[src/hw/rtl/radial_gradient_pixel_unit_assert.svh]
// Assertion macros for the radial gradient pixel unit.
// Depends on nothing; included by the top level only.
`ifndef RADIAL_GRADIENT_PIXEL_UNIT_ASSERT_SVH
`define RADIAL_GRADIENT_PIXEL_UNIT_ASSERT_SVH

// Same-cycle implication under reset.
`define RGP_ASSERT_IMPLY(label, clk, rstn, ante, cons) \
    label: assert property (@(posedge clk) disable iff (!(rstn)) (ante) |-> (cons)) \
        else $error("rgp assertion failed");

// Next-cycle implication under reset.
`define RGP_ASSERT_NEXT(label, clk, rstn, ante, cons) \
    label: assert property (@(posedge clk) disable iff (!(rstn)) (ante) |=> (cons)) \
        else $error("rgp assertion failed");

`endif

[src/hw/rtl/rgp_pkg.sv]
// Shared types and constants of the radial gradient pixel unit.
// No dependencies; imported by every module of the block.
`default_nettype none

package rgp_pkg;

    localparam int COORD_W      = 10;
    localparam int RADIUS_W     = 11;
    localparam int COLOR_W      = 24;
    localparam int CHAN_W       = 8;
    localparam int NUM_CHAN     = 3;
    localparam int SQ_PAIRS     = 11;
    localparam int D2_W         = 2 * SQ_PAIRS;
    localparam int FRAC_BITS_DEF = 16;

    localparam int CFG_IDX_W    = 3;
    localparam int CFG_DATA_W   = 32;

    localparam logic [CFG_IDX_W-1:0] CFG_CENTER_ROW  = 3'd0;
    localparam logic [CFG_IDX_W-1:0] CFG_CENTER_COL  = 3'd1;
    localparam logic [CFG_IDX_W-1:0] CFG_RADIUS      = 3'd2;
    localparam logic [CFG_IDX_W-1:0] CFG_COLOR_START = 3'd3;
    localparam logic [CFG_IDX_W-1:0] CFG_COLOR_END   = 3'd4;

    localparam logic [COORD_W-1:0]  CENTER_ROW_RST  = 10'd512;
    localparam logic [COORD_W-1:0]  CENTER_COL_RST  = 10'd512;
    localparam logic [RADIUS_W-1:0] RADIUS_RST      = 11'd256;
    localparam logic [COLOR_W-1:0]  COLOR_START_RST = 24'hFFFFFF;
    localparam logic [COLOR_W-1:0]  COLOR_END_RST   = 24'h000000;
    localparam logic [D2_W-1:0]     RADIUS_SQ_RST   = 22'd65536;

    localparam int Q_DEPTH = 2;
    localparam int Q_PTR_W = $clog2(Q_DEPTH);
    localparam int Q_CNT_W = $clog2(Q_DEPTH + 1);

    // Classified pixel: squared distance and the "at or beyond radius" flag
    typedef struct packed {
        logic [D2_W-1:0] d2;
        logic            sat;
    } item_t;

    typedef struct packed {
        logic               full;
        logic               empty;
        logic [Q_CNT_W-1:0] count;
    } q_status_t;

    typedef struct packed {
        logic [COORD_W-1:0] center_row;
        logic [COORD_W-1:0] center_col;
        logic [D2_W-1:0]    radius_sq;
    } geom_t;

endpackage

`default_nettype wire

[src/hw/rtl/rgp_front.sv]
// Front end: accepts pixel coordinates, forms the squared distance and
// the saturation flag over two stages. Uses rgp_pkg.
`default_nettype none

module rgp_front (
    input  wire logic                        clk,
    input  wire logic                        rstn,
    input  wire logic                        s_valid,
    output logic                             s_ready,
    input  wire logic [rgp_pkg::COORD_W-1:0] pixel_row,
    input  wire logic [rgp_pkg::COORD_W-1:0] pixel_col,
    input  wire rgp_pkg::geom_t              geom,
    input  wire logic                        q_full,
    output logic                             push,
    output rgp_pkg::item_t                   item
);
    import rgp_pkg::*;

    logic               f1_vld_reg;
    logic               f2_vld_reg;
    logic [COORD_W-1:0] dr_reg;
    logic [COORD_W-1:0] dc_reg;
    logic [D2_W-1:0]    d2_reg;
    logic               sat_reg;
    logic               fen;
    logic [COORD_W-1:0] dr_next;
    logic [COORD_W-1:0] dc_next;
    logic [D2_W-1:0]    d2_next;

    // advance the whole front unless the last stage is held by a full queue
    assign fen     = !f2_vld_reg || !q_full;
    assign s_ready = fen;
    assign push    = f2_vld_reg && !q_full;
    assign item    = '{d2: d2_reg, sat: sat_reg};

    always_comb begin
        dr_next = (pixel_row >= geom.center_row) ? pixel_row - geom.center_row
                                                 : geom.center_row - pixel_row;
        dc_next = (pixel_col >= geom.center_col) ? pixel_col - geom.center_col
                                                 : geom.center_col - pixel_col;
        d2_next = D2_W'(dr_reg) * D2_W'(dr_reg) + D2_W'(dc_reg) * D2_W'(dc_reg);
    end

    always_ff @(posedge clk) begin
        if (!rstn) begin
            f1_vld_reg <= 1'b0;
            f2_vld_reg <= 1'b0;
        end else if (fen) begin
            f1_vld_reg <= s_valid;
            f2_vld_reg <= f1_vld_reg;
        end
    end

    always_ff @(posedge clk) begin
        if (fen) begin
            dr_reg  <= dr_next;
            dc_reg  <= dc_next;
            d2_reg  <= d2_next;
            sat_reg <= d2_next >= geom.radius_sq;
        end
    end

endmodule

`default_nettype wire

[config.mk]
export PLATFORM = sky130hd
export DESIGN_NAME = rgp_front
export DESIGN_NICKNAME = d
export VERILOG_FILES = /design/src/hw/rtl/radial_gradient_pixel_unit_assert.svh /design/src/hw/rtl/rgp_pkg.sv /design/src/hw/rtl/rgp_front.sv
export SDC_FILE = /design/constraint.sdc
export NUM_CORES = 1
export LEC_CHECK = 0
export ABC_AREA = 1
export BUFFER_PORTS_ARGS = -buffer_cell sky130_fd_sc_hd__buf_2
export CAP_MARGIN = 10
export CORE_UTILIZATION = 50
export CTS_CLUSTER_SIZE = 16
export DETAILED_ROUTE_END_ITERATION = 12
export GPL_ROUTABILITY_DRIVEN = 0
export PLACE_DENSITY_LB_ADDON = 0.2
export SYNTH_ARGS = -nofsm -noshare
export SYNTH_HDL_FRONTEND = slang
export SYNTH_SLANG_ARGS = --single-unit
export TNS_END_PERCENT = 20
[constraint.sdc]
create_clock -name clk -period 13.87 [get_ports clk]
set_clock_uncertainty 0.15 [all_clocks]
set_input_delay 1.387 -clock clk [delete_from_list [all_inputs] [get_ports clk]]
set_output_delay 1.387 -clock clk [all_outputs]
set_load 0.03 [all_outputs]
==> reports/qor.txt <==
Status - complete, no violations
Hold buffers post-CTS - 0
Setup violations, final - 0
Ratio of cells with drive above 1 in the final layout - 8.36%
Final hold slack - 0.310 ns
Post-synth cell types - 34
Io pins - 91
Netlist Area Pre-Place - 10100 um^2
Worst-path maximum fanout - 10
R2R setup slack - 7.02 ns
Residual DRC - 0
Unrepaired setup endpoints after global routing - no
Diode count - 0
Global route overflow - 0
Area post-placement - 10800 um^2
Final hold vios - 0
Wire per inst - 12.2 um
Total track usage - 22.3%
Synthesized area per cell - 7.47 um^2
Worst slew pin tran - 1.17 ns
Core Region - 19700 um^2
Max-cap violation count - 0
CTS tree - yes
Vias per std cell - 4.76
Vias in the first global route - 8198
Max reg flops - 21
Tcrit/Tclk final - 49.4%
Chip Width - 144 um
Synth Register Bits - 44
Length of the first detailed-routing pass in iterations - 4
Sequential fraction of the synthesis area - 12.8%
Yosys warns - 0
Setup TNS Final - 0 ns
Worst path max stage delay - 0.59 ns
Number of synthesized flops with an enable pin - 42
Commonest cells after routing, fill and taps aside - 384 x inv_1, 368 x nand2_1, 145 x ha_1
Max Freq - 146 MHz
Detail Route Antenna Nets - 0
Largest net degree at the start of global routing - 46
Clk slew on worst S/H paths - 0.07 ns
Fin nets - 1766
Die ar. - 20900 um^2
Final instance area - 11000 um^2
Initial DRC Count - 277
Main flop type after synthesis - edfxtp_1
WP data required - 13.90 ns
Synth Instances - 1358
Crit path top cell by count - nand2_1
Final Max Tran Viols - 0
Crit path time final - 6.85 ns
PortBufs - 89
First-pass GRT wire length - 36700 um
Setup CP Type - reg2reg
Post-CTS sizing - 0
Setup crit start kind - flop
FILL cells - 1976
CTS Root Cell - clkbuf_16
Slew Limit Headroom - 21.8%
Leading cell type in the layout, fill and taps excluded - inv_1
CP Capture Type - flop
Crit-path slowest cell - edfxtp_1
DIE HEIGHT - 144 um
DRT Wirelength - 20600 um
Starting Density - 51.6%
Post-synthesis net count - 1702
Row count - 51
CTS H-tree depth - 2
TritonCTS buffer count - 5
Area growth from synthesis to layout - 8.23%
Hold Crit Class - reg2reg
FFs w/ async S/R, synth - 0%
Vias - 8040
Clock Latency Late Sink - 0.31 ns
Initial antenna violation count - 0
DP HPWL - 18100 um
Critical path arrival - 6.87 ns
Postcts setup bufs - 0
Clock Sinks - 44
Longest Clk Path Bufs - 2
## layer usage
metal,track usage [%],up-vias,share of wire (%),wire length (um)
met2,41.4,136,51,10500
met4,6.15,0,2.0,409
met1,27.0,3738,43,8930
met3,2.52,26,3.7,768
li1,-,4140,-,-
met5,0,-,0,0
## logic make-up after synthesis
logic type | Yosys count | synth area share [%]
AOI/OAI and AO/OA | 77 | 4.21
xor gates and xnor gates | 32 | 2.76
adders and majority gates | 278 | 44.1
buffers and inverters | 418 | 15.9
DFF | 44 | 12.8
other | 1 | 0.0370
and+or+nand+nor | 508 | 20.2
## critical path, delay by kind of cell (launching register included)
family | cells | cell delay, ns
AOI/OAI and AO/OA | 1 | 0.14
buffers and inverters | 6 | 0.33
adders and majority gates | 9 | 4.21
DFF | 1 | 0.59
and+or+nand+nor | 13 | 1.30
## layout make-up
class                           instances  area (um^2)  area share, %
Multi-Input combinational cell        896         7240           65.9
Clock buffer                            5          125           1.14
Timing Repair Buffer                   89          445           4.06
Sequential cell                        44         1300           11.9
Clock inverter                          3         90.1          0.820
Inverter                              386         1450           13.2
Tap cell                              265          332           3.02
## cell usage after synthesis (all sizes together), types with 3 or more instances
| cell | count | area [um^2] |
|---|---|---|
| o21a | 3 | 22.5 |
| o21ai | 20 | 108 |
| nand3 | 55 | 275 |
| nand2 | 375 | 1420 |
| xnor2 | 12 | 105 |
| inv | 386 | 1450 |
| buf | 9 | 72.6 |
| a21oi | 47 | 243 |
| edfxtp | 42 | 1260 |
| ha | 145 | 1810 |
| clkbuf | 23 | 87.6 |
| nand4 | 8 | 50.1 |
| nor4 | 4 | 25.0 |
| nor2 | 61 | 246 |
| xor2 | 20 | 175 |
| a21o | 3 | 22.5 |
| fa | 133 | 2660 |
## worst paths after layout
path	from	to	cells past startpoint
worst max-delay path	dr_reg[5]$_DFFE_PP_	sat_reg$_DFFE_PP_	29
worst min-delay path	f1_vld_reg$_SDFFE_PN0P_	f2_vld_reg$_SDFFE_PN0P_	2
worst max register to register	dr_reg[5]$_DFFE_PP_	sat_reg$_DFFE_PP_	29
worst min register to register	f1_vld_reg$_SDFFE_PN0P_	f2_vld_reg$_SDFFE_PN0P_	2
## metrics by stage
stage               worst slack [ns]  std cells  util [%]
finish                          7.02       1688      55.9
global route                    6.57       1688      55.9
CTS                             6.99       1688      55.9
detailed placement              7.00       1680      54.8
global placement                7.13       1680      54.8
floorplan                       7.42       1358         -
Power is left out: the tool's default activity adds up to more than one toggle a clock period on the data nets, which glitch-free logic cannot reach.
