===== src/hw/rtl/radial_gradient_pixel_unit_assert.svh =====
// Assertion macros for the radial gradient pixel unit.
// Depends on nothing; included by the top level only.
`ifndef RADIAL_GRADIENT_PIXEL_UNIT_ASSERT_SVH
`define RADIAL_GRADIENT_PIXEL_UNIT_ASSERT_SVH

// Same-cycle implication under reset.
`define RGP_ASSERT_IMPLY(label, clk, rstn, ante, cons) \
    label: assert property (@(posedge clk) disable iff (!(rstn)) (ante) |-> (cons)) \
        else $error("rgp assertion failed");

// Next-cycle implication under reset.
`define RGP_ASSERT_NEXT(label, clk, rstn, ante, cons) \
    label: assert property (@(posedge clk) disable iff (!(rstn)) (ante) |=> (cons)) \
        else $error("rgp assertion failed");

`endif


===== src/hw/rtl/rgp_pkg.sv =====
// Shared types and constants of the radial gradient pixel unit.
// No dependencies; imported by every module of the block.
`default_nettype none

package rgp_pkg;

    localparam int COORD_W      = 10;
    localparam int RADIUS_W     = 11;
    localparam int COLOR_W      = 24;
    localparam int CHAN_W       = 8;
    localparam int NUM_CHAN     = 3;
    localparam int SQ_PAIRS     = 11;
    localparam int D2_W         = 2 * SQ_PAIRS;
    localparam int FRAC_BITS_DEF = 16;

    localparam int CFG_IDX_W    = 3;
    localparam int CFG_DATA_W   = 32;

    localparam logic [CFG_IDX_W-1:0] CFG_CENTER_ROW  = 3'd0;
    localparam logic [CFG_IDX_W-1:0] CFG_CENTER_COL  = 3'd1;
    localparam logic [CFG_IDX_W-1:0] CFG_RADIUS      = 3'd2;
    localparam logic [CFG_IDX_W-1:0] CFG_COLOR_START = 3'd3;
    localparam logic [CFG_IDX_W-1:0] CFG_COLOR_END   = 3'd4;

    localparam logic [COORD_W-1:0]  CENTER_ROW_RST  = 10'd512;
    localparam logic [COORD_W-1:0]  CENTER_COL_RST  = 10'd512;
    localparam logic [RADIUS_W-1:0] RADIUS_RST      = 11'd256;
    localparam logic [COLOR_W-1:0]  COLOR_START_RST = 24'hFFFFFF;
    localparam logic [COLOR_W-1:0]  COLOR_END_RST   = 24'h000000;
    localparam logic [D2_W-1:0]     RADIUS_SQ_RST   = 22'd65536;

    localparam int Q_DEPTH = 2;
    localparam int Q_PTR_W = $clog2(Q_DEPTH);
    localparam int Q_CNT_W = $clog2(Q_DEPTH + 1);

    // Classified pixel: squared distance and the "at or beyond radius" flag
    typedef struct packed {
        logic [D2_W-1:0] d2;
        logic            sat;
    } item_t;

    typedef struct packed {
        logic               full;
        logic               empty;
        logic [Q_CNT_W-1:0] count;
    } q_status_t;

    typedef struct packed {
        logic [COORD_W-1:0] center_row;
        logic [COORD_W-1:0] center_col;
        logic [D2_W-1:0]    radius_sq;
    } geom_t;

endpackage

`default_nettype wire


===== src/hw/rtl/rgp_back.sv =====
// Back end: pipelined scaled square root, restoring divide by the radius,
// per-channel multiply and blend into the output register. Uses rgp_pkg.
`default_nettype none

module rgp_back #(
    parameter int FRAC_BITS = rgp_pkg::FRAC_BITS_DEF
) (
    input  wire logic                         clk,
    input  wire logic                         rstn,
    input  wire rgp_pkg::item_t               head,
    input  wire logic                         head_valid,
    output logic                              pop,
    input  wire logic [rgp_pkg::RADIUS_W-1:0] radius,
    input  wire logic [rgp_pkg::COLOR_W-1:0]  color_start,
    input  wire logic [rgp_pkg::COLOR_W-1:0]  color_end,
    output logic                              m_valid,
    input  wire logic                         m_ready,
    output logic [rgp_pkg::CHAN_W-1:0]        m_red,
    output logic [rgp_pkg::CHAN_W-1:0]        m_green,
    output logic [rgp_pkg::CHAN_W-1:0]        m_blue
);
    import rgp_pkg::*;

    localparam int ROOT_W = SQ_PAIRS + FRAC_BITS;
    localparam int REM_W  = ROOT_W + 2;
    localparam int K_W    = FRAC_BITS + 1;
    localparam int PROD_W = CHAN_W + K_W;
    localparam logic [PROD_W-1:0] ROUND_UP = PROD_W'((1 << FRAC_BITS) - 1);

    logic adv;

    logic              sq_vld  [ROOT_W];
    logic [D2_W-1:0]   sq_d2   [ROOT_W];
    logic              sq_sat  [ROOT_W];
    logic [REM_W-1:0]  sq_rem  [ROOT_W];
    logic [ROOT_W-1:0] sq_root [ROOT_W];

    logic                 dv_vld [FRAC_BITS];
    logic                 dv_sat [FRAC_BITS];
    logic [ROOT_W-1:0]    dv_m   [FRAC_BITS];
    logic [RADIUS_W-1:0]  dv_rem [FRAC_BITS];
    logic [FRAC_BITS-1:0] dv_q   [FRAC_BITS];

    logic              mul_vld_reg;
    logic [PROD_W-1:0] mul_prod_reg [NUM_CHAN];
    logic              mul_neg_reg  [NUM_CHAN];
    logic [CHAN_W-1:0] mul_from_reg [NUM_CHAN];

    logic              m_vld_reg;
    logic [CHAN_W-1:0] out_reg [NUM_CHAN];

    logic [K_W-1:0]    k;

    // the whole back end moves only when the output register can take a result
    assign adv = !m_vld_reg || m_ready;
    assign pop = adv && head_valid;

    // one root bit per stage
    for (genvar i = 0; i < ROOT_W; i++) begin : g_sq
        logic              src_vld;
        logic [D2_W-1:0]   src_d2;
        logic              src_sat;
        logic [REM_W-1:0]  src_rem;
        logic [ROOT_W-1:0] src_root;
        logic [1:0]        pair;
        logic [REM_W-1:0]  rem_sh;
        logic [REM_W-1:0]  trial;
        logic              ge;

        if (i == 0) begin : g_src
            assign src_vld  = head_valid;
            assign src_d2   = head.d2;
            assign src_sat  = head.sat;
            assign src_rem  = '0;
            assign src_root = '0;
        end else begin : g_src
            assign src_vld  = sq_vld[i-1];
            assign src_d2   = sq_d2[i-1];
            assign src_sat  = sq_sat[i-1];
            assign src_rem  = sq_rem[i-1];
            assign src_root = sq_root[i-1];
        end

        if (i < SQ_PAIRS) begin : g_pair
            assign pair = src_d2[2*(SQ_PAIRS-1-i) +: 2];
        end else begin : g_pair
            assign pair = 2'b00;
        end

        assign rem_sh = {src_rem[REM_W-3:0], pair};
        assign trial  = {src_root, 2'b01};
        assign ge     = rem_sh >= trial;

        always_ff @(posedge clk) begin
            if (!rstn) begin
                sq_vld[i] <= 1'b0;
            end else if (adv) begin
                sq_vld[i] <= src_vld;
            end
        end

        always_ff @(posedge clk) begin
            if (adv) begin
                sq_d2[i]   <= src_d2;
                sq_sat[i]  <= src_sat;
                sq_rem[i]  <= ge ? rem_sh - trial : rem_sh;
                sq_root[i] <= {src_root[ROOT_W-2:0], ge};
            end
        end
    end

    // one quotient bit per stage; quotient stays below 1.0 unless saturated
    for (genvar j = 0; j < FRAC_BITS; j++) begin : g_dv
        logic                 src_vld;
        logic                 src_sat;
        logic [ROOT_W-1:0]    src_m;
        logic [RADIUS_W-1:0]  src_rem;
        logic [FRAC_BITS-1:0] src_q;
        logic [RADIUS_W:0]    r2;
        logic                 ge;

        if (j == 0) begin : g_src
            assign src_vld = sq_vld[ROOT_W-1];
            assign src_sat = sq_sat[ROOT_W-1];
            assign src_m   = sq_root[ROOT_W-1];
            assign src_rem = RADIUS_W'(sq_root[ROOT_W-1] >> FRAC_BITS);
            assign src_q   = '0;
        end else begin : g_src
            assign src_vld = dv_vld[j-1];
            assign src_sat = dv_sat[j-1];
            assign src_m   = dv_m[j-1];
            assign src_rem = dv_rem[j-1];
            assign src_q   = dv_q[j-1];
        end

        assign r2 = {src_rem, src_m[FRAC_BITS-1-j]};
        assign ge = r2 >= {1'b0, radius};

        always_ff @(posedge clk) begin
            if (!rstn) begin
                dv_vld[j] <= 1'b0;
            end else if (adv) begin
                dv_vld[j] <= src_vld;
            end
        end

        always_ff @(posedge clk) begin
            if (adv) begin
                dv_sat[j] <= src_sat;
                dv_m[j]   <= src_m;
                dv_rem[j] <= ge ? RADIUS_W'(r2 - {1'b0, radius}) : RADIUS_W'(r2);
                dv_q[j]   <= {src_q[FRAC_BITS-2:0], ge};
            end
        end
    end

    assign k = dv_sat[FRAC_BITS-1] ? {1'b1, {FRAC_BITS{1'b0}}}
                                   : {1'b0, dv_q[FRAC_BITS-1]};

    always_ff @(posedge clk) begin
        if (!rstn) begin
            mul_vld_reg <= 1'b0;
            m_vld_reg   <= 1'b0;
        end else if (adv) begin
            mul_vld_reg <= dv_vld[FRAC_BITS-1];
            m_vld_reg   <= mul_vld_reg;
        end
    end

    always_ff @(posedge clk) begin
        logic [CHAN_W-1:0] from_c;
        logic [CHAN_W-1:0] to_c;
        logic              neg;
        if (adv) begin
            for (int ch = 0; ch < NUM_CHAN; ch++) begin
                from_c = color_start[(NUM_CHAN-1-ch)*CHAN_W +: CHAN_W];
                to_c   = color_end[(NUM_CHAN-1-ch)*CHAN_W +: CHAN_W];
                neg    = to_c < from_c;
                mul_neg_reg[ch]  <= neg;
                mul_from_reg[ch] <= from_c;
                mul_prod_reg[ch] <= (neg ? from_c - to_c : to_c - from_c) * k;
            end
        end
    end

    // round the step toward minus infinity: up when descending
    always_ff @(posedge clk) begin
        if (adv) begin
            for (int ch = 0; ch < NUM_CHAN; ch++) begin
                out_reg[ch] <= mul_neg_reg[ch]
                    ? mul_from_reg[ch] - CHAN_W'((mul_prod_reg[ch] + ROUND_UP) >> FRAC_BITS)
                    : mul_from_reg[ch] + CHAN_W'(mul_prod_reg[ch] >> FRAC_BITS);
            end
        end
    end

    assign m_valid = m_vld_reg;
    assign m_red   = out_reg[0];
    assign m_green = out_reg[1];
    assign m_blue  = out_reg[2];

endmodule

`default_nettype wire


===== config.mk =====
export PLATFORM = sky130hd
export DESIGN_NAME = rgp_back
export DESIGN_NICKNAME = d
export VERILOG_FILES = /design/src/hw/rtl/radial_gradient_pixel_unit_assert.svh /design/src/hw/rtl/rgp_pkg.sv /design/src/hw/rtl/rgp_back.sv
export SDC_FILE = /design/constraint.sdc
export NUM_CORES = 2
export LEC_CHECK = 0
export ABC_AREA = 1
export BUFFER_PORTS_ARGS = -buffer_cell sky130_fd_sc_hd__buf_2
export CAP_MARGIN = 20
export CORE_MARGIN = 4
export CORE_UTILIZATION = 40
export DETAILED_ROUTE_END_ITERATION = 7
export PLACE_DENSITY = 0.57
export SLEW_MARGIN = 20
export SYNTH_ARGS = -nofsm -noshare
export SYNTH_HDL_FRONTEND = slang
export SYNTH_SLANG_ARGS = --single-unit

===== constraint.sdc =====
create_clock -name clk -period 55.3 [get_ports clk]
set_input_delay 5.53 -clock clk [delete_from_list [all_inputs] [get_ports clk]]
set_output_delay 5.53 -clock clk [all_outputs]
set_load 0.02 [all_outputs]

==> summary.md <==
| Metric | Value |
|---|---|
| Outcome | `finished, final reports clean` |
| CTS root buffer | `clkbuf_16` |
| Post-CTS Setup Inserts | `0` |
| TNS Setup | `0 ns` |
| Final worst slack | `approximately 43 ns` |
| Crit path kind | `in2reg` |
| Clk pin slew, worst setup/hold paths | `around 0.06 ns` |
| Mapped cell area | `0.118 mm^2` |
| Mean number of vias per cell | `roughly 5` |
| GR Util met1 | `24.4%` |
| Syn nets | `13900` |
| M2 GR Usage | `30.8%` |
| CORE AREA | `slightly below 0.3 mm^2` |
| Largest net degree at the start of global routing | `174` |
| Cell at the slowest stage of the critical path | `fa_1` |
| Max cap viols | `0` |
| Worst Path Required | `55.88 ns` |
| Filler Cells Inserted | `28400` |
| Vias | `82400` |
| Clk Latency, worst-skew pair | `0.89 ns` |
| Xor/xnor share of the synthesized area | `5.01%` |
| Slew HR | `around 27%` |
| Worst-Margin Slew | `1.09 ns` |
| Arr. time, crit path | `12.70 ns` |
| Endpoint type of the worst setup path | `register` |
| Die Area | `0.303 mm^2` |
| Warnings from Yosys | `0` |
| Max Fclk | `0.0825 GHz` |
| DRT iter0 DRCs | `about 5200` |
| Placed insts | `around 16000` |
| Fin crit period | `12.12 ns` |
| Proportion of layout cells with a drive suffix above 1 | `about 5.4%` |
| Remaining global-route overflow | `0` |
| Die X | `approximately 550 um` |
| CTS hold repair buffers | `0` |
| Final setup violating endpoints | `0` |
| Cells resized by post-CTS repair | `0` |
| Seq/Total Area, Yosys | `45.2%` |
| Initial antenna violation count | `2` |
| First-pass GRT wire length | `between 400000 and 500000 um` |
| Top FF cell, synth | `edfxtp_1` |
| Biggest registers after layout | `sq_rem: 667 flops, sq_root: 362 flops, dv_rem: 165 flops` |
| CTS Buffer Depth | `4` |
| Mux contribution to synthesized area | `0%` |
| Final nets | `about 14000` |
| Ports | `112` |
| RSZ-0062 raised after global routing | `false` |
| P&R area growth vs syn | `10.1%` |
| Largest register by flop count | `sq_rem` |
| Cts bufs inserted | `206` |
| Pins over their slew limit | `0` |
| Largest family of logic cells by synthesized area | `adder cells` |
| Drt drc | `0` |
| Critical path peak fanout | `9` |
| Hold Path Class | `reg2reg` |
| Gr busiest metal | `met2` |
| CTS tree | `done` |
| Cell Rows | `198` |
| Setup WS pre-CTS | `42.28 ns` |
| Vias in the first global route | `80800` |
| M3 GR Usage | `between 2 and 2.5%` |
| TritonRoute pass-1 iters | `6` |
| Yosys reg bits | `1771` |
| Post-synth EDFFs | `~1800` |
| Initial core utilization | `40.3%` |
| FFs w/ async S/R, synth | `0%` |
| GP Congestion | `0.899` |
| Startpoint Class | `primary input` |
| CP max stage delay | `roughly 0.70 ns` |
| Syn Area/Cell | `9.43 um^2` |
| GRT Util Overall | `18.0%` |
| Antenna viol nets, final | `0` |
| DRT Wirelength | `between 200000 and 300000 um` |
| Clock Skew | `0.0851 ns` |
| Distinct cells, synth | `78` |
| Final worst-path cycle share | `21.9%` |
| Hold Vio Cnt, Final | `0` |
| Compound-Gate Fraction of Synth Area | `8.85%` |
| Per-cell routed wire length | `around 16 um` |
| Die H | `between 500 and 600 um` |
| Synth Instances | `12500` |
| Number of port buffers | `111` |
| Sink Count | `around 1800` |
| H-Tree Level Count | `4` |
| Simple-Gate Fraction of Synth Area | `15.8%` |
| Layout Cells excl Fill | `between 15000 and 20000` |
| Adder-Cell Fraction of Synth Area | `17.5%` |
| Max reg flops | `667` |
| HPWL Detailed | `210000 um` |
| Hold Worst Slack | `0.355 ns` |
-- routing by layer --
layer | part of all wire [%] | vias up
met5 | 0 | -
met4 | 2.4 | 0
met3 | 4.0 | 387
met2 | 48 | 1449
met1 | 46 | 38900
li1 | - | 41700
-- critical path, delay by kind of cell --
kind,cells,cell delay (ns)
adder cells (fa/ha/maj),8,4.00
AND/OR/NAND/NOR,11,1.72
buffers and inverters,8,0.83
AO/OA/AOI/OAI,2,0.45
XOR/XNOR,1,0.16
-- metrics by stage --
step	cell area (um^2)	util, %
global placement	123000	42.0
CTS	130000	44.4
global route	130000	44.4
detailed placement	123000	42.0
finish	130000	44.4
floorplan	118000	-
-- cells in the mapped netlist (88+ instances only) --
cell type | n | area [um^2]
nand4_1 | 139 | 870
nor3_1 | 159 | 796
nor2_1 | 1185 | 4450
o21ai_0 | 658 | 3290
nand2_1 | 2289 | 8590
or2_2 | 103 | 644
o21ai_1 | 88 | 440
a21oi_1 | 784 | 3920
edfxtp_1 | 1767 | 53100
ha_1 | 804 | 10100
xor2_1 | 377 | 3300
xnor2_1 | 294 | 2570
inv_1 | 2159 | 8100
fa_1 | 525 | 10500
nand3_1 | 419 | 2100
-- kinds of logic after synthesis --
group | after synthesis
buf+inv | 2361
flops | 1771
compound gates | 1887
fa+ha+maj | 1329
simple gates | 4447
xor+xnor | 672
other cells | 1
-- final cells by class --
type | instances | area (um^2) | area share [%]
clock inverter | 138 | 1470 | 1.13
timing repair buffer | 164 | 978 | 0.755
sequential | 1771 | 53100 | 41.0
antenna | 1 | 2.50 | 0.00193
clock buffer | 239 | 5330 | 4.12
multi-input combinational | 8336 | 55400 | 42.8
inverter | 2200 | 8270 | 6.39
tap | 3900 | 4880 | 3.77
-- path summary, 6_finish.rpt --
kind | start | slack, ns | cells past startpoint | end
worst min-delay path | dv_m[0][190] | 0.36 | 0 | dv_m[1][1]
worst max register to register | dv_sat[1][7] | 46.96 | 22 | mul_prod_reg[0][44]
worst min register to register | dv_m[0][190] | 0.36 | 0 | dv_m[1][1]
worst max-delay path | color_start[11] | 43.18 | 30 | mul_prod_reg[0][48]
-- cell usage in the layout, fill, tap and decap left out, types with 111 or more instances in the layout --
cell       count
inv_1       2158
nor2_1      1185
xor2_1       377
clkbuf_16    208
ha_1         804
nand4_1      139
buf_2        111
nand2_1     2288
o21ai_0      658
nor3_1       159
nand3_1      419
a21oi_1      783
fa_1         525
xnor2_1      294
edfxtp_1    1767
Power is not shown: default switching activity piles up to over one toggle a cycle in this logic, so the estimate is an artifact.
