## src/hw/rtl/radial_gradient_pixel_unit_assert.svh

```systemverilog
// Assertion macros for the radial gradient pixel unit.
// Depends on nothing; included by the top level only.
`ifndef RADIAL_GRADIENT_PIXEL_UNIT_ASSERT_SVH
`define RADIAL_GRADIENT_PIXEL_UNIT_ASSERT_SVH

// Same-cycle implication under reset.
`define RGP_ASSERT_IMPLY(label, clk, rstn, ante, cons) \
    label: assert property (@(posedge clk) disable iff (!(rstn)) (ante) |-> (cons)) \
        else $error("rgp assertion failed");

// Next-cycle implication under reset.
`define RGP_ASSERT_NEXT(label, clk, rstn, ante, cons) \
    label: assert property (@(posedge clk) disable iff (!(rstn)) (ante) |=> (cons)) \
        else $error("rgp assertion failed");

`endif

```

## src/hw/rtl/rgp_pkg.sv

```systemverilog
// Shared types and constants of the radial gradient pixel unit.
// No dependencies; imported by every module of the block.
`default_nettype none

package rgp_pkg;

    localparam int COORD_W      = 10;
    localparam int RADIUS_W     = 11;
    localparam int COLOR_W      = 24;
    localparam int CHAN_W       = 8;
    localparam int NUM_CHAN     = 3;
    localparam int SQ_PAIRS     = 11;
    localparam int D2_W         = 2 * SQ_PAIRS;
    localparam int FRAC_BITS_DEF = 16;

    localparam int CFG_IDX_W    = 3;
    localparam int CFG_DATA_W   = 32;

    localparam logic [CFG_IDX_W-1:0] CFG_CENTER_ROW  = 3'd0;
    localparam logic [CFG_IDX_W-1:0] CFG_CENTER_COL  = 3'd1;
    localparam logic [CFG_IDX_W-1:0] CFG_RADIUS      = 3'd2;
    localparam logic [CFG_IDX_W-1:0] CFG_COLOR_START = 3'd3;
    localparam logic [CFG_IDX_W-1:0] CFG_COLOR_END   = 3'd4;

    localparam logic [COORD_W-1:0]  CENTER_ROW_RST  = 10'd512;
    localparam logic [COORD_W-1:0]  CENTER_COL_RST  = 10'd512;
    localparam logic [RADIUS_W-1:0] RADIUS_RST      = 11'd256;
    localparam logic [COLOR_W-1:0]  COLOR_START_RST = 24'hFFFFFF;
    localparam logic [COLOR_W-1:0]  COLOR_END_RST   = 24'h000000;
    localparam logic [D2_W-1:0]     RADIUS_SQ_RST   = 22'd65536;

    localparam int Q_DEPTH = 2;
    localparam int Q_PTR_W = $clog2(Q_DEPTH);
    localparam int Q_CNT_W = $clog2(Q_DEPTH + 1);

    // Classified pixel: squared distance and the "at or beyond radius" flag
    typedef struct packed {
        logic [D2_W-1:0] d2;
        logic            sat;
    } item_t;

    typedef struct packed {
        logic               full;
        logic               empty;
        logic [Q_CNT_W-1:0] count;
    } q_status_t;

    typedef struct packed {
        logic [COORD_W-1:0] center_row;
        logic [COORD_W-1:0] center_col;
        logic [D2_W-1:0]    radius_sq;
    } geom_t;

endpackage

`default_nettype wire

```

## src/hw/rtl/rgp_queue.sv

```systemverilog
// Short queue between the front end and the back end.
// Uses rgp_pkg for the item and status types.
`default_nettype none

module rgp_queue (
    input  wire logic               clk,
    input  wire logic               rstn,
    input  wire logic               push,
    input  wire rgp_pkg::item_t     push_item,
    input  wire logic               pop,
    output rgp_pkg::item_t          head,
    output rgp_pkg::q_status_t      status
);
    import rgp_pkg::*;

    item_t              mem [Q_DEPTH];
    logic [Q_PTR_W-1:0] wr_ptr_reg;
    logic [Q_PTR_W-1:0] rd_ptr_reg;
    logic [Q_CNT_W-1:0] count_reg;
    logic [Q_CNT_W-1:0] count_next;

    assign head         = mem[rd_ptr_reg];
    assign status.full  = count_reg == Q_CNT_W'(Q_DEPTH);
    assign status.empty = count_reg == '0;
    assign status.count = count_reg;

    always_comb begin
        count_next = count_reg;
        if (push && !pop) begin
            count_next = count_reg + 1'b1;
        end else if (pop && !push) begin
            count_next = count_reg - 1'b1;
        end
    end

    always_ff @(posedge clk) begin
        if (!rstn) begin
            wr_ptr_reg <= '0;
            rd_ptr_reg <= '0;
            count_reg  <= '0;
        end else begin
            count_reg <= count_next;
            if (push) begin
                wr_ptr_reg <= (wr_ptr_reg == Q_PTR_W'(Q_DEPTH - 1)) ? '0 : wr_ptr_reg + 1'b1;
            end
            if (pop) begin
                rd_ptr_reg <= (rd_ptr_reg == Q_PTR_W'(Q_DEPTH - 1)) ? '0 : rd_ptr_reg + 1'b1;
            end
        end
    end

    always_ff @(posedge clk) begin
        if (push) begin
            mem[wr_ptr_reg] <= push_item;
        end
    end

endmodule

`default_nettype wire

```

## config.mk

```make
export PLATFORM = sky130hd
export DESIGN_NAME = rgp_queue
export DESIGN_NICKNAME = d
export VERILOG_FILES = /design/src/hw/rtl/radial_gradient_pixel_unit_assert.svh /design/src/hw/rtl/rgp_pkg.sv /design/src/hw/rtl/rgp_queue.sv
export SDC_FILE = /design/constraint.sdc
export NUM_CORES = 1
export LEC_CHECK = 0
export ABC_AREA = 0
export BUFFER_PORTS_ARGS = -buffer_cell sky130_fd_sc_hd__buf_2
export CAP_MARGIN = 20
export CELL_PAD_IN_SITES_DETAIL_PLACEMENT = 1
export CELL_PAD_IN_SITES_GLOBAL_PLACEMENT = 2
export CORE_MARGIN = 3
export CORE_UTILIZATION = 39
export CTS_CLUSTER_SIZE = 28
export DETAILED_ROUTE_END_ITERATION = 8
export PLACE_DENSITY_LB_ADDON = 0.1
export SLEW_MARGIN = 25
export SYNTH_ARGS = -nofsm -noshare
export SYNTH_HDL_FRONTEND = slang
export SYNTH_SLANG_ARGS = --single-unit
```

## constraint.sdc

```tcl
create_clock -name clk -period 3.25 [get_ports clk]
set_clock_uncertainty 0.05 [all_clocks]
set_input_delay 0.1625 -clock clk [delete_from_list [all_inputs] [get_ports clk]]
set_output_delay 0.1625 -clock clk [all_outputs]
set_load 0.005 [all_outputs]
```

==> impl_metrics.ini, run 1 <==
[power_and_ir_drop]
power.share.switching_pct = 21.4
total_switching_power_uw = 277
peakVddDrop_uv = 275
power_density_mw_per_mm2 = 522
power_frac_clock_pct = 28.2
cellInternalPower_mw = 1.02
leakagePower_nw = 0.955
power.share.combinational_pct = 11.7
power.share.sequential_pct = 60.2

[sta]
layout_setup_ws_ns = 1.50
max-slew-margin-rel_pct = 55.2
fmax_mhz = 571
drv_slew = 0
setup_violations = 0
final-hold-violation-count = 0
setup-tns-final_ns = 0
rsz_0062_raised_after_global_routing = no
post-route-period-util_pct = 53.8
slew_of_the_pin_with_the_lowest_slew_margin_ns = 0.668
final.min_clock_period_ns = 1.75

[global_routing]
grt.overflow.total = 0
grt_first_pass_wirelength_um = 5350
grt.total_usage_pct = 13.0
maximum_number_of_pins_on_one_net_before_global_route_repair = 24
vias_in_the_first_global_route = 1141
grt_antenna_before_repair = 0

[setup_path]
ff2ff_setup_slack_ns = 1.68
r2r_cells = 2
category_of_the_critical_setup_timing_path = reg -> out
critical_path_depth = 2
worstPathCellList = mux2_2 > buf_2
worst_setup_path_endpoint = head[13]
worstSetupStartpointType = flop
critPathTopFamily = flip-flops
timing.critical_path.required_ns = 3.04
timing.critical_path.to_type = output pin
critPathSlowestCell = dfxtp_2
timing.critical_path.slowest_cell_delay_ns = 0.71
r2r-end = mem[0][8]$_DFFE_PP_
cp_data_arrival_time_ns = 1.54
regToRegStartpoint = wr_ptr_reg$_SDFFE_PN0P_
cp_max_fo = 23
worst-path-buf-inv = 1

[yosys]
synth_area_mm2 = 0.00187
yosys-top-cells-count = edfxtp_1, mux2_2, dfxtp_1, and2_1
yosys.cell_count.top_type = edfxtp_1
cell_count_after_synthesis = 93
yosysWarningCount = 0
syn_nets = 121
netlist.area_leader.share_pct = 73.7
netlist-cell-type-count = 16
synth-edff-count = 46
avgSynthCellArea_um2 = 20.2
async_reset_ff_share_pct = 0
synth.largest_area_cell = edfxtp_1
ys_ff_latch = 51
synth.area.top_cells = edfxtp_1, mux2_2, dfxtp_1
synth_sequential_area_ratio_pct = 79.0
synthFlopType = edfxtp_1

[cells_and_area]
finalCoreUtilization_pct = 55.0
largest_register_ff_count = 46
area.sequential_mm2 = 0.00148
finish.instance_area_mm2 = 0.00248
fill_cell_total_of_the_finished_layout = 440
syn_to_final_growth_pct = 32.1
multi_input_area_um2 = 378
diodes = 0
layout.cells.non_filler = 223
number_of_nets_in_the_layout = 198
layout-drive-gt1-share_pct = 51.5

[min_path]
holdCritPathClass = in -> reg

[route]
drt-vias-per-instance = 4.76
drtAntennaViolNets = 0
routed_wirelength_um = 3430
remaining_drc_errors = 0
via_count = 1061
wl_per_cell_um = 15.4
detailedRoute.firstPassIterationCount = 4
drtIter0Drc = 66

[cts]
maximum_buffer_depth_of_the_clock_tree = 2
post_cts_resized = 0
worstSkewPairLatency_ns = 0.29
ctsHtreeMaxLevel = 2
postCtsSetupRepairBufs = 0
worst_setup_hold_path_clk_slew_ns = 0.09
tritoncts.num_buffers = 5
ctsHoldBuffers = 17
tritoncts = built
clock_sinks = 51
cts.root.buffer_cell = clkbuf_8

[placement]
io_buffer_count = 53
dpl_hpwl_um = 2310
gp_routability_congestion = 0.716
preCtsSetupSlack_ns = 1.42
numPlacedInstances = 197
detailed_place.area_mm2 = 0.00220

[floorplan]
core_area_mm2 = 0.00450
floorplan.initialDensity_pct = 41.6
die_h_um = 75.3
fp.dieArea_mm2 = 0.00567
core.rowCount = 24
ios = 54
die-width_um = 75.3

[outcome]
status = finished clean

[run]
timing.max_cap.violations = 0
==> layout by cell type (no fill, tap or decap), types with 2 or more instances in the layout <==
cell / count
dfxtp_1: 4
edfxtp_1: 46
dlygate4sd3_1: 18
clkbuf_8: 6
xor2_1: 2
buf_2: 53
mux2_2: 23
and2_1: 3
==> metal layers <==
metal  up-vias  routed length [um]  track usage [%]
met1       517                1420             14.8
met2        32                1780             23.3
met5         -                   0                0
li1        507                   -                -
met4         0                  53             4.66
met3         5                 180             3.83
==> per-stage QoR <==
step                      hold slack (ns)  total power, mW
after global placement              0.300            0.925
after detailed placement            0.305            0.931
after floorplan                     0.211            0.859
final                             0.00890             1.29
after CTS                       0.0000712             1.31
after global routing              0.00164             1.36
==> final cells by class <==
cell class | instances | area share (%)
Clock inverter | 2 | 0.455
Inverter | 1 | 0.152
Sequential cell | 51 | 59.9
Multi-Input combinational cell | 39 | 15.3
Clock buffer | 6 | 3.34
Tap cell | 52 | 2.63
Timing Repair Buffer | 72 | 18.3
==> power by group through the flow <==
| stage | sequential, mW | combinational, mW | clock (mW) |
|---|---|---|---|
| floorplan | 0.781 | 0.0783 | 0 |
| global placement | 0.792 | 0.133 | 0 |
| global route | 0.783 | 0.169 | 0.404 |
| CTS | 0.779 | 0.154 | 0.376 |
| detailed placement | 0.794 | 0.137 | 0 |
| finish | 0.778 | 0.151 | 0.364 |
==> logic make-up after synthesis <==
kind of cell | Yosys count | synth area share, %
and+or+nand+nor | 9 | 3.00
buffers and inverters | 3 | 1.00
adders and majority gates | 1 | 0.667
AOI/OAI and AO/OA | 3 | 1.07
DFF | 51 | 79.0
xor gates and xnor gates | 3 | 1.40
muxes | 23 | 13.8
==> worst min-delay path by stage <==
| stage | startpoint | to | slack, ns | depth (start not counted) |
|---|---|---|---|---|
| after floorplan | push_item[0] | mem[0][0]$_DFFE_PP_ | 0.21 | 0 |
| after global placement | push_item[17] | mem[1][17]$_DFFE_PP_ | 0.30 | 1 |
| after detailed placement | push_item[20] | mem[0][20]$_DFFE_PP_ | 0.30 | 1 |
| after CTS | push_item[11] | mem[0][11]$_DFFE_PP_ | 0.00007 | 1 |
| after global routing | push_item[11] | mem[0][11]$_DFFE_PP_ | 0.002 | 1 |
| final | push_item[10] | mem[0][10]$_DFFE_PP_ | 0.009 | 1 |
Power figures use the tool's default switching activity.
==> inputs of run 2 (changes only) <==
--- a/config.mk
+++ b/config.mk
@@ -11,7 +11,7 @@
 export CELL_PAD_IN_SITES_DETAIL_PLACEMENT = 1
 export CELL_PAD_IN_SITES_GLOBAL_PLACEMENT = 2
 export CORE_MARGIN = 3
-export CORE_UTILIZATION = 39
+export CORE_UTILIZATION = 36
 export CTS_CLUSTER_SIZE = 28
 export DETAILED_ROUTE_END_ITERATION = 8
 export PLACE_DENSITY_LB_ADDON = 0.1
==> constraint.sdc (replaced) <==
create_clock -name clk -period 1.69 [get_ports clk]
set_clock_uncertainty 0.05 [all_clocks]
set_input_delay 0.0845 -clock clk [delete_from_list [all_inputs] [get_ports clk]]
set_output_delay 0.0845 -clock clk [all_outputs]
set_load 0.005 [all_outputs]
==> impl_metrics.ini, run 2 (synthesis gave the netlist of run 1 again) <==
[outcome]
status = finished clean

[sta]
whs_ns = 0.0972
max-slew-margin-rel_pct = 83.9
setup-tns-final_ns = 0
drv_slew = 0
rsz_0062_raised_after_global_routing = no
layout_setup_ws_ns = 0.223
post-route-period-util_pct = 86.8
final-hold-violation-count = 0
fmax_mhz = 681
final.min_clock_period_ns = 1.47
slew_of_the_pin_with_the_lowest_slew_margin_ns = 0.241
setup_violations = 0

[cts]
worstSkewPairLatency_ns = 0.29
tritoncts = built
cts.root.buffer_cell = clkbuf_8
maximum_buffer_depth_of_the_clock_tree = 2
postCtsSetupRepairBufs = 0
ctsHtreeMaxLevel = 2
tritoncts.num_buffers = 5
post_cts_resized = 0
worst_setup_hold_path_clk_slew_ns = 0.08
ctsHoldBuffers = 24
clock_sinks = 51

[power_and_ir_drop]
power.share.sequential_pct = 56.5
power.share.switching_pct = 20.3
power_density_mw_per_mm2 = 1000
power_mw = 2.61
cellInternalPower_mw = 2.08
power_frac_clock_pct = 30.6
peakVddDrop_uv = 500
leakagePower_nw = 1.02
power.share.combinational_pct = 12.9
total_switching_power_uw = 529

[cells_and_area]
layout-drive-gt1-share_pct = 50.0
syn_to_final_growth_pct = 38.9
largest_register_ff_count = 46
layout.cells.most_common_list = buf_2, edfxtp_1, dlygate4sd3_1, mux2_2, buf_4
number_of_nets_in_the_layout = 209
fill_cell_total_of_the_finished_layout = 495
diodes = 0
final_common_cell = buf_2

[setup_path]
critPathSlowestCell = mux2_2
timing.critical_path.slowest_cell_delay_ns = 0.36
worstPathCellList = buf_4 > mux2_2 > buf_2
cp_max_fo = 13
worst-path-buf-inv = 2
critPathTopFamily = multiplexers
cp_data_arrival_time_ns = 1.33
timing.critical_path.required_ns = 1.56
timing.critical_path.to_type = output pin
worstSetupStartpointType = flop
category_of_the_critical_setup_timing_path = reg -> out

[placement]
preCtsSetupSlack_ns = 0.514
gp_routability_congestion = 0.638
io_buffer_count = 53
dpl_hpwl_um = 2380

[floorplan]
fp.dieArea_mm2 = 0.00611
die_h_um = 78.2
core_area_mm2 = 0.00488
floorplan.initialDensity_pct = 38.4
die-width_um = 78.2
ios = 54
core.rowCount = 25

[min_path]
holdCritPathClass = in -> reg

[route]
wl_per_cell_um = 14.2
drtIter0Drc = 28
via_count = 1098
routed_wirelength_um = 3530
remaining_drc_errors = 0
drtAntennaViolNets = 0
detailedRoute.firstPassIterationCount = 2
drt-vias-per-instance = 4.41

[global_routing]
maximum_number_of_pins_on_one_net_before_global_route_repair = 17
vias_in_the_first_global_route = 1206
grt_first_pass_wirelength_um = 5840
grt.overflow.total = 0
grt_antenna_before_repair = 0
grt.total_usage_pct = 12.7

[run]
timing.max_cap.violations = 0
[run 2: cell count changes in the layout (fill, tap and decap cells not counted), sizes merged]
cell / previous run / this run
bufinv: 0 / 1
dlygate4sd3: 18 / 24
clkbuf: 6 / 5
clkinv: 1 / 2
buf: 54 / 59
clkinvlp: 1 / 0
[run 2: routing by layer]
layer / GRT usage, % / wire length (um)
met1: 13.9 / 1440
met2: 23.2 / 1880
met3: 3.67 / 164
met4: 4.72 / 40
met5: 0 / 0
[run 2: final cells by class]
cell class	count	area, um^2	area share (%)
tap	67	83.8	3.22
sequential	51	1480	56.9
inverter	1	3.75	0.144
timing repair buffer	83	551	21.1
clock inverter	3	38.8	1.49
multi-input combinational	39	377	14.5
clock buffer	5	68.8	2.64
[run 2: path summary, 6_finish.rpt]
| check | start | to | slack (ns) | depth (start not counted) |
|---|---|---|---|---|
| max | flop | head[16] | 0.22 | 3 |
| min | pop | flop | 0.1 | 3 |
| max reg2reg | count_reg[0]$_SDFFE_PN0P_ | count_reg[1]$_SDFFE_PN0P_ | 0.56 | 3 |
| min reg2reg | count_reg[1]$_SDFFE_PN0P_ | count_reg[1]$_SDFFE_PN0P_ | 0.49 | 2 |
[run 2: worst reg2reg max path, cell delays in order, from the launching register on]
cell	delay, ns
dfxtp_1	0.37
xor2_1	0.19
or3_1	0.32
a21boi_1	0.14
[run 2: metrics by stage]
stage / instances / util (%) / instance area (um^2)
floorplan: 93 / - / 1880
global placement: 217 / 46.2 / 2260
detailed placement: 217 / 46.2 / 2260
CTS: 249 / 53.4 / 2600
global route: 249 / 53.4 / 2600
finish: 249 / 53.4 / 2600
[run 2: power groups by stage]
| stage | combinational [mW] | clock (mW) | sequential, mW |
|---|---|---|---|
| finish | 0.336 | 0.799 | 1.47 |
| global route | 0.375 | 0.878 | 1.48 |
| CTS | 0.344 | 0.836 | 1.48 |
| detailed placement | 0.299 | 0 | 1.51 |
| global placement | 0.290 | 0 | 1.50 |
| floorplan | 0.151 | 0 | 1.50 |
==> inputs of run 3 (changes only) <==
--- a/config.mk
+++ b/config.mk
@@ -8,13 +8,11 @@
 export ABC_AREA = 0
 export BUFFER_PORTS_ARGS = -buffer_cell sky130_fd_sc_hd__buf_2
 export CAP_MARGIN = 20
-export CELL_PAD_IN_SITES_DETAIL_PLACEMENT = 1
-export CELL_PAD_IN_SITES_GLOBAL_PLACEMENT = 2
 export CORE_MARGIN = 3
-export CORE_UTILIZATION = 36
+export CORE_UTILIZATION = 50
 export CTS_CLUSTER_SIZE = 28
 export DETAILED_ROUTE_END_ITERATION = 8
-export PLACE_DENSITY_LB_ADDON = 0.1
+export PLACE_DENSITY = 0.77
 export SLEW_MARGIN = 25
 export SYNTH_ARGS = -nofsm -noshare
 export SYNTH_HDL_FRONTEND = slang
==> impl_metrics.ini, run 3 (synthesis gave the netlist of run 1 again) <==
[min_path]
whs_endpoint = rd_ptr_reg$_SDFFE_PN0P_
holdCritPathClass = in -> reg
hold_path_depth = 3
timing.hold.worst.start = pop

[cells_and_area]
largest_register_ff_count = 46
finalCoreUtilization_pct = 74.3
layout.cells.most_common_list = buf_2, edfxtp_1, dlygate4sd3_1, mux2_2, buf_4
final_common_cell = buf_2
diodes = 0
layout-drive-gt1-share_pct = 50.0
syn_to_final_growth_pct = 37.5
number_of_nets_in_the_layout = 209

[cts]
worstSkewPairLatency_ns = 0.30
maximum_buffer_depth_of_the_clock_tree = 2
post_cts_resized = 0
cts.root.buffer_cell = clkbuf_8
ctsHtreeMaxLevel = 2
worst_setup_hold_path_clk_slew_ns = 0.08
tritoncts.num_buffers = 5
clock_sinks = 51
tritoncts = built

[floorplan]
die_h_um = 67.2
core_area_mm2 = 0.00347
floorplan.initialDensity_pct = 54.0
ios = 54
fp.dieArea_mm2 = 0.00452
core.rowCount = 21
die-width_um = 67.2

[setup_path]
critPathSlowestCell = mux2_2
critPathTopFamily = buffers and inverters
category_of_the_critical_setup_timing_path = reg -> out
timing.critical_path.slowest_cell_delay_ns = 0.37
r2r-end = mem[1][18]$_DFFE_PP_
worst-path-buf-inv = 2
worstPathCellList = buf_4 > mux2_2 > buf_2
ff2ff_setup_slack_ns = 0.41
timing.critical_path.required_ns = 1.56
r2r_cells = 2
cp_data_arrival_time_ns = 1.38
worstSetupStartpointType = flop
timing.critical_path.to_type = output pin
cp_max_fo = 15
regToRegStartpoint = wr_ptr_reg$_SDFFE_PN0P_

[global_routing]
vias_in_the_first_global_route = 1143
grt_first_pass_wirelength_um = 5210
grt.overflow.total = 0
maximum_number_of_pins_on_one_net_before_global_route_repair = 16
grt_antenna_before_repair = 0
grt.total_usage_pct = 16.3

[route]
drtAntennaViolNets = 0
remaining_drc_errors = 0
routed_wirelength_um = 3180
drtIter0Drc = 70
via_count = 1084
detailedRoute.firstPassIterationCount = 4
drt-vias-per-instance = 4.75
wl_per_cell_um = 13.9

[sta]
final-hold-violation-count = 0
slew_of_the_pin_with_the_lowest_slew_margin_ns = 0.336
fmax_mhz = 662
rsz_0062_raised_after_global_routing = no
setup_violations = 0
setup-tns-final_ns = 0
final.min_clock_period_ns = 1.51
drv_slew = 0
post-route-period-util_pct = 89.4
max-slew-margin-rel_pct = 77.6

[run]
timing.max_cap.violations = 0

[power_and_ir_drop]
power_mw = 2.60
power_density_mw_per_mm2 = 1010
leakagePower_nw = 1.02
peakVddDrop_uv = 985

[placement]
io_buffer_count = 53
dpl_hpwl_um = 2110
gp_routability_congestion = 0.697

[outcome]
status = finished clean
==> run 3: stage by stage <==
step           instance area (um^2)  setup WS (ns)  hold WS, ns  instances
3_5_place_dp                   2230          0.414        0.226        196
4_1_cts                        2580          0.153       0.0794        228
3_3_place_gp                   2230          0.443        0.224        196
2_1_floorplan                  1880          0.287        0.133         93
6_report                       2580          0.179       0.0904        228
5_1_grt                        2580          0.107        0.103        228
==> run 3: timing repair <==
action | in CTS | in global routing
setup buffers | 0 | 0
endpoints found under the hold margin | 49 | 0
endpoints found under the setup margin | 0 | 0
hold buffers | 24 | 0
==> run 3: worst max-delay path by stage <==
stage	end	depth (start not counted)
floorplan	mem[0][0]$_DFFE_PP_	1
global placement	mem[1][21]$_DFFE_PP_	2
detailed placement	mem[1][3]$_DFFE_PP_	2
CTS	head[7]	3
global route	head[12]	3
finish	head[7]	3
==> run 3: cell type report <==
cell class / count / area [um^2]
multi-input combinational: 39 / 377
tap: 46 / 57.6
clock buffer: 5 / 68.8
timing repair buffer: 83 / 551
sequential: 51 / 1480
inverter: 1 / 3.75
fill: 235 / 891
clock inverter: 3 / 38.8
==> run 3: tightest hold or removal path, delay by kind of cell <==
family        cells  cell delay [ns]
simple gates      1             0.15
buf+inv           1             0.10
xor+xnor          1             0.07
==> run 3: layer usage <==
metal / global-route usage, % / part of all wire, % / vias to the layer above
li1: - / - / 528
met1: 19.9 / 41 / 512
met2: 26.0 / 50 / 37
met3: 4.83 / 6.1 / 7
met4: 9.11 / 2.4 / 0
met5: 0 / 0 / -
==> run 3: report_power, final <==
part           internal (mW)  switching (mW)  leakage, nW
Clock                  0.433           0.360       0.0556
Sequential              1.45          0.0241        0.473
Combinational          0.196           0.136        0.486
